$ cat src/rtl/core/stream_duplicate_filter_top_assert.svh
// assertion macros for the duplicate filter
// expects clk and rst in the scope of use
`ifndef STREAM_DUPLICATE_FILTER_TOP_ASSERT_SVH
`define STREAM_DUPLICATE_FILTER_TOP_ASSERT_SVH

// condition holds on every edge out of reset
`define SDF_ASSERT_ALWAYS(lbl, cond, msg) \
  lbl: assert property (@(posedge clk) disable iff (rst) (cond)) else $error(msg);

// antecedent implies consequent in the same cycle
`define SDF_ASSERT_IMPL(lbl, ante, cons, msg) \
  lbl: assert property (@(posedge clk) disable iff (rst) (ante) |-> (cons)) else $error(msg);

// antecedent implies consequent in the next cycle
`define SDF_ASSERT_NEXT(lbl, ante, cons, msg) \
  lbl: assert property (@(posedge clk) disable iff (rst) (ante) |=> (cons)) else $error(msg);

`endif

$ cat src/rtl/core/sdf_pkg.sv
// shared types and constants for the duplicate filter
// no dependencies
package sdf_pkg;

  localparam int VALUE_W          = 32;
  localparam int SEEN_DEPTH_DEF   = 64;

  typedef struct packed {
    logic               valid;
    logic [VALUE_W-1:0] value;
    logic               hit;
    logic               placed;
    logic               last;
  } tok_t;

endpackage

$ cat src/rtl/core/sdf_cell.sv
// one store cell of the duplicate filter chain
// depends on sdf_pkg
module sdf_cell #(
  parameter int DEPTH = sdf_pkg::SEEN_DEPTH_DEF,
  parameter int IDX   = 0
) (
  input  logic                         clk,
  input  logic                         rst,
  input  logic                         advance,
  input  logic [$clog2(DEPTH+1)-1:0]   count,
  input  sdf_pkg::tok_t                tok_i,
  output sdf_pkg::tok_t                tok_o
);
  import sdf_pkg::*;

  localparam int CW = $clog2(DEPTH+1);

  logic [VALUE_W-1:0] entry;
  logic               used;
  logic               match;
  logic               take;
  tok_t               tok_next;

  always_comb begin
    used              = CW'(IDX) < count;
    match             = used && (entry == tok_i.value);
    take              = tok_i.valid && !used && !tok_i.hit && !tok_i.placed;
    tok_next          = tok_i;
    tok_next.hit      = tok_i.hit | match;
    tok_next.placed   = tok_i.placed | take;
  end

  always_ff @(posedge clk) begin
    if (rst) begin
      tok_o.valid <= 1'b0;
    end else if (advance) begin
      tok_o.valid <= tok_next.valid;
    end
    if (advance) begin
      tok_o.value  <= tok_next.value;
      tok_o.hit    <= tok_next.hit;
      tok_o.placed <= tok_next.placed;
      tok_o.last   <= tok_next.last;
    end
    if (advance && take) begin
      entry <= tok_i.value;
    end
  end

endmodule

$ cat src/rtl/core/stream_duplicate_filter_top.sv
// top level of the duplicate filter: cell chain, fill count, output register
// depends on sdf_pkg, sdf_cell and stream_duplicate_filter_top_assert.svh
//
//   channel  handshake             payload
//   in       in_valid / in_ready   value, last_item
//   out      out_valid / out_ready value_out, keep, last_out, overflow
//
// a word walks the chain one cell per cycle; no new word is accepted until the
// previous word has left the last cell for the output register
// the result is registered in the output register as the word leaves the last cell
// the output register lets the next word enter while a result waits
// a stalled output holds the word in the last cell until taken
// reset empties the store at once; a word marked last empties it after its pass
module stream_duplicate_filter_top #(
  parameter int SEEN_DEPTH = sdf_pkg::SEEN_DEPTH_DEF
) (
  input  logic                         clk,
  input  logic                         rst,
  input  logic                         in_valid,
  output logic                         in_ready,
  input  logic signed [sdf_pkg::VALUE_W-1:0] value,
  input  logic                         last_item,
  output logic                         out_valid,
  input  logic                         out_ready,
  output logic signed [sdf_pkg::VALUE_W-1:0] value_out,
  output logic                         keep,
  output logic                         last_out,
  output logic                         overflow
);
  import sdf_pkg::*;

  `include "stream_duplicate_filter_top_assert.svh"

  localparam int CW = $clog2(SEEN_DEPTH+1);

  tok_t              chain [0:SEEN_DEPTH];
  logic [SEEN_DEPTH-1:0] tok_valids;
  logic [CW-1:0]     count;
  logic              busy;
  logic              accept;
  logic              tail_move;
  logic              advance;

  assign in_ready  = !busy;
  assign accept    = in_valid && in_ready;
  assign tail_move = chain[SEEN_DEPTH].valid && (!out_valid || out_ready);
  assign advance   = !chain[SEEN_DEPTH].valid || tail_move;

  always_comb begin
    chain[0].valid  = accept;
    chain[0].value  = value;
    chain[0].hit    = 1'b0;
    chain[0].placed = 1'b0;
    chain[0].last   = last_item;
  end

  for (genvar i = 0; i < SEEN_DEPTH; i++) begin : g_cell
    sdf_cell #(
      .DEPTH (SEEN_DEPTH),
      .IDX   (i)
    ) u_cell (
      .clk     (clk),
      .rst     (rst),
      .advance (advance),
      .count   (count),
      .tok_i   (chain[i]),
      .tok_o   (chain[i+1])
    );
    assign tok_valids[i] = chain[i+1].valid;
  end

  always_ff @(posedge clk) begin
    if (rst) begin
      busy      <= 1'b0;
      count     <= '0;
      out_valid <= 1'b0;
    end else begin
      if (accept) begin
        busy <= 1'b1;
      end else if (tail_move) begin
        busy <= 1'b0;
      end
      if (tail_move) begin
        out_valid <= 1'b1;
        if (chain[SEEN_DEPTH].last) begin
          count <= '0;
        end else if (chain[SEEN_DEPTH].placed) begin
          count <= count + CW'(1);
        end
      end else if (out_ready) begin
        out_valid <= 1'b0;
      end
    end
  end

  always_ff @(posedge clk) begin
    if (tail_move) begin
      value_out <= chain[SEEN_DEPTH].value;
      keep      <= !chain[SEEN_DEPTH].hit;
      last_out  <= chain[SEEN_DEPTH].last;
      overflow  <= !chain[SEEN_DEPTH].hit && !chain[SEEN_DEPTH].placed;
    end
  end

  `SDF_ASSERT_ALWAYS(a_one_word, $onehot0(tok_valids), "more than one word in the chain")
  `SDF_ASSERT_ALWAYS(a_count_range, count <= CW'(SEEN_DEPTH), "fill count past store depth")
  `SDF_ASSERT_NEXT(a_busy_after_accept, accept, busy && !in_ready, "accepted word not tracked")
  `SDF_ASSERT_IMPL(a_ovf_keep, out_valid && overflow, keep, "overflow on a dropped word")

endmodule

$ cat config.mk
export PLATFORM = sky130hd
export DESIGN_NAME = stream_duplicate_filter_top
export DESIGN_NICKNAME = d
export VERILOG_FILES = /design/src/rtl/core/sdf_pkg.sv /design/src/rtl/core/sdf_cell.sv /design/src/rtl/core/stream_duplicate_filter_top.sv
export VERILOG_INCLUDE_DIRS = /design/src /design/src/rtl/core
export SDC_FILE = /design/constraint.sdc
export NUM_CORES = 2
export LEC_CHECK = 0
export ABC_CLOCK_PERIOD_IN_PS = 108700
export BUFFER_PORTS_ARGS = -buffer_cell sky130_fd_sc_hd__buf_2
export CORE_ASPECT_RATIO = 0.6
export CORE_MARGIN = 2
export CORE_UTILIZATION = 45
export CTS_CLUSTER_DIAMETER = 60
export DETAILED_ROUTE_END_ITERATION = 8
export SYNTH_ARGS = -nofsm -noshare
export SYNTH_HDL_FRONTEND = slang
export SYNTH_SLANG_ARGS = --single-unit
$ cat constraint.sdc
create_clock -name clk -period 108.7 [get_ports clk]
set_input_delay 16.305 -clock clk [delete_from_list [all_inputs] [get_ports clk]]
set_output_delay 16.305 -clock clk [all_outputs]
set_load 0.02 [all_outputs]
==> implementation parameters <==
Parameter                              Value

Setup path
  Source of the worst register-to-register timing path ... g_cell[63].u_cell.tok_o[35]
  Worst Setup Start Kind ... primary input
  Path type of the worst setup path ... in2reg
  Critical path fanouts, max ... 186
  Number of cells on the worst reg-to-reg path ... 7
  Data required time at the worst endpoint ... 109.24 ns
  CP Capture Type ... flip-flop
  Launch point of the worst path ... out_ready
  Data arrival time of the critical path ... 21.48 ns
  FF-to-FF End ... g_cell[35].u_cell.tok_o[11]
  Register-to-register path setup slack ... 102.88 ns

Global route
  Global-route wire length before repair ... 463000 um
  Largest net degree at the start of global routing ... 187
  Number of global-route vias before repair ... 66837
  Total overflow reported by the global router ... 0
  Number of antenna violations at the first check in global routing ... 28
  GRT Total Usage ... 17.5%

Floorplan
  Die area ... 354000 um2
  Die height ... 461 um
  Total number of placement rows ... 167
  Core area ... 346000 um2
  Ports ... 74
  Horizontal die dimension ... 766 um
  Initial Utilization ... 45.4%

Clock tree
  Number of clock buffers inserted by TritonCTS ... 377
  Root buffer cell ... sky130_fd_sc_hd__clkbuf_16
  Resized cells post-CTS ... 0
  Post CTS Setup Buffer Count ... 0
  Skew-Pair Late Insertion Delay ... 0.92 ns
  # H-tree levels ... 5
  Clk slew on worst S/H paths ... 0.06 ns
  Clock tree from TritonCTS ... yes
  Maximum count of clock buffers along a single path ... 4
  Post-cts hold buffer count ... 0
  Number of sinks driven by the clock tree ... 4396

Hold path
  Hold wc startpoint ... g_cell[63].u_cell.tok_o[17]
  WHS Endpoint ... value_out[14]
  Class of the most critical hold timing path ... reg2reg
  Hold path cells ... 0

Detailed routing
  DRC errors left ... 0
  Avg WL per Cell ... 23.7 um
  Routed wire length ... 314000 um
  DRT iter0 DRCs ... 8328
  Post-DR vias/cell ... 5.20
  Vias ... 68830
  Remaining antenna violation count after routing ... 0
  Pre-antenna DRT Iters ... 5

STA
  Post-Route Hold Slack ... 0.418 ns
  Final count of negative-setup-slack endpoints ... 0
  Largest clock skew in the final design ... 0.0361 ns
  Crit share post-route ... 19.3%
  Final Critical Period ... 20.93 ns
  Setup total negative slack ... 0 ns
  Highest Clock Rate ... 47.8 MHz
  Final-report hold violation count ... 0
  Measured slew at the worst slew-check pin ... 1.24 ns
  Setup repair after global routing missed its margin ... no
  Worst-case headroom to the max-slew limit ... 17.0%
  Fin. max-slew vios ... 0

Final layout
  Fraction of layout instances using a drive strength above 1 ... 9.56%
  Post-layout nets ... 8301
  Area delta synth->final ... 12.5%
  Post-layout instance area ... 177000 um2

Power
  Maximum vdd ir drop ... 0.0000134 V
  Leak Pwr ... 57.8 nW
  Power density relative to cell area ... 19.0 nW/um2
  Final Power ... 0.00335 W

Flow run
  Reported max-cap violation count ... 0

Placement
  GPL Wtd Cong ... 0.803
  Total half-perimeter wirelength after legalization and detailed placement ... 214000 um
  Port bufs ... 73
  Placed Instance Area ... 164000 um2

Synthesis
  Library cell with the largest summed area after synthesis ... sky130_fd_sc_hd__edfxtp_1
  Post-synth top area share ... 82.7%
  Net Count, Synth ... 7792
  YS warnings ... 0
  Number of enable flip-flop cells after synthesis ... 4323
  Proportion of register bits with asynchronous set or reset after synthesis ... 0%
  Area of the mapped netlist ... 157000 um2
  Cell types occupying the most area after synthesis ... sky130_fd_sc_hd__edfxtp_1 83%, sky130_fd_sc_hd__xnor2_1 8.8%, sky130_fd_sc_hd__xor2_1 2.7%, sky130_fd_sc_hd__nand4_1 1.6%, sky130_fd_sc_hd__dfxtp_1 0.93%
  Mean area per synthesized cell ... 20.2 um2
  Sequential cell area fraction in the yosys report ... 83.6%
  Top FF cell, synth ... sky130_fd_sc_hd__edfxtp_1
  Number of register bits inferred by synthesis ... 4396
  Cell count after synthesis ... 7754
  Post-synthesis cell type count ... 55

Outcome
  Run status ... finished, final reports clean
## routing by layer
metal	track usage [%]	up-vias	wire (um)
met5	0	-	27
met4	3.44	4	5570
met3	3.98	385	24300
met2	21.4	2088	119000
met1	30.6	35521	165000
li1	-	30832	-
## cells in the mapped netlist, types with 3 or more instances
master and instances:
sky130_fd_sc_hd__a31o_2 19, sky130_fd_sc_hd__nor3b_1 12, sky130_fd_sc_hd__a211oi_1 4, sky130_fd_sc_hd__or3_1 9, sky130_fd_sc_hd__o2111ai_1 3, sky130_fd_sc_hd__buf_1 10
sky130_fd_sc_hd__o41ai_1 4, sky130_fd_sc_hd__nand3b_1 33, sky130_fd_sc_hd__a21oi_1 102, sky130_fd_sc_hd__nor4b_1 4, sky130_fd_sc_hd__xor2_1 477, sky130_fd_sc_hd__o31ai_1 4
sky130_fd_sc_hd__or3b_1 5, sky130_fd_sc_hd__edfxtp_1 4323, sky130_fd_sc_hd__nand3_1 14, sky130_fd_sc_hd__or4_1 4, sky130_fd_sc_hd__inv_1 14, sky130_fd_sc_hd__nor3_1 83
sky130_fd_sc_hd__buf_2 16, sky130_fd_sc_hd__o21ai_1 8, sky130_fd_sc_hd__nand2_1 146, sky130_fd_sc_hd__a31o_1 14, sky130_fd_sc_hd__o21ai_0 10, sky130_fd_sc_hd__nor4_1 188
sky130_fd_sc_hd__nand4_1 398, sky130_fd_sc_hd__a41o_1 31, sky130_fd_sc_hd__nor2_1 38, sky130_fd_sc_hd__or2_2 5, sky130_fd_sc_hd__and2_1 3, sky130_fd_sc_hd__dfxtp_1 73
sky130_fd_sc_hd__o21bai_1 19, sky130_fd_sc_hd__clkbuf_1 19, sky130_fd_sc_hd__and4_1 3, sky130_fd_sc_hd__and3_1 9, sky130_fd_sc_hd__or2_1 6, sky130_fd_sc_hd__a31oi_1 3
sky130_fd_sc_hd__xnor2_1 1572, sky130_fd_sc_hd__a21o_1 4, sky130_fd_sc_hd__nand2b_1 42
## placed cells by master (no fill, tap or decap), types with 50 or more instances in the layout
master and count:
sky130_fd_sc_hd__bufinv_16 50, sky130_fd_sc_hd__clkinv_2 59, sky130_fd_sc_hd__nand2_1 146, sky130_fd_sc_hd__xnor2_1 1572, sky130_fd_sc_hd__clkinv_1 78, sky130_fd_sc_hd__buf_2 72, sky130_fd_sc_hd__clkbuf_16 382, sky130_fd_sc_hd__buf_4 103
sky130_fd_sc_hd__a21oi_1 102, sky130_fd_sc_hd__xor2_1 477, sky130_fd_sc_hd__nor4_1 180, sky130_fd_sc_hd__edfxtp_1 4323, sky130_fd_sc_hd__nand4_1 398, sky130_fd_sc_hd__dfxtp_1 69, sky130_fd_sc_hd__clkbuf_1 75
## metrics by stage
step | setup WS [ns] | utilization [%] | instances
after floorplan | 27.94 | - | 7754
after global placement | 86.98 | 47.4 | 12531
after detailed placement | 86.83 | 47.4 | 12531
after CTS | 87.85 | 51.0 | 13220
after global routing | 87.45 | 51.0 | 13221
final | 87.77 | 51.0 | 13230
## flip-flops by register name, indices dropped and copies added, names as in the netlist
name and cells:
g_cell.u_cell.tok_o 2304, g_cell.u_cell.entry 2048, value_out 32, count 7, busy 1, keep 1
last_out 1, out_valid 1, overflow 1
## where the power goes
part / switching (W) / internal [W]
combinational: 0.0000164 / 0.0000219
sequential: 0.0000452 / 0.00189
clock: 0.000604 / 0.000772
## worst max-delay path, stage by stage
cell and delay (ns):
sky130_fd_sc_hd__buf_2 0.09, sky130_fd_sc_hd__and3b_4 0.26, sky130_fd_sc_hd__inv_8 0.24, sky130_fd_sc_hd__buf_4 0.88
sky130_fd_sc_hd__buf_12 0.70, sky130_fd_sc_hd__buf_4 0.87, sky130_fd_sc_hd__buf_4 0.93, sky130_fd_sc_hd__buf_4 0.67
## final cells by class
cell class	instances	area, um2
Fill cell	27185	169000
Sequential cell	4396	131000
Multi-Input combinational cell	3293	25800
Clock buffer	465	9950
Tap cell	4647	5810
Clock inverter	224	2480
Timing Repair Buffer	179	1210
Inverter	16	67.6
Antenna cell	10	25.0
## cell families after synthesis
logic type               share of synthesized area, %
AO/OA/AOI/OAI                                   0.997
XOR/XNOR                                         11.4
adder cells (fa/ha/maj)                       0.00797
buffers and inverters                           0.183
flip-flops                                       83.6
AND/OR/NAND/NOR                                  3.75
## how the worst max path moves through the flow
| stage | endpoint | slack (ns) | cells after the start |
|---|---|---|---|
| finish | g_cell[35].u_cell.tok_o[11] | 87.77 | 8 |
| detailed placement | g_cell[35].u_cell.tok_o[28] | 86.83 | 8 |
| global placement | g_cell[35].u_cell.tok_o[11] | 86.98 | 8 |
| floorplan | g_cell[0].u_cell.tok_o[0] | 27.94 | 4 |
| CTS | g_cell[34].u_cell.tok_o[9] | 87.85 | 8 |
| global route | g_cell[35].u_cell.tok_o[11] | 87.45 | 8 |
Note: power is estimated with default switching activity, not from simulation.
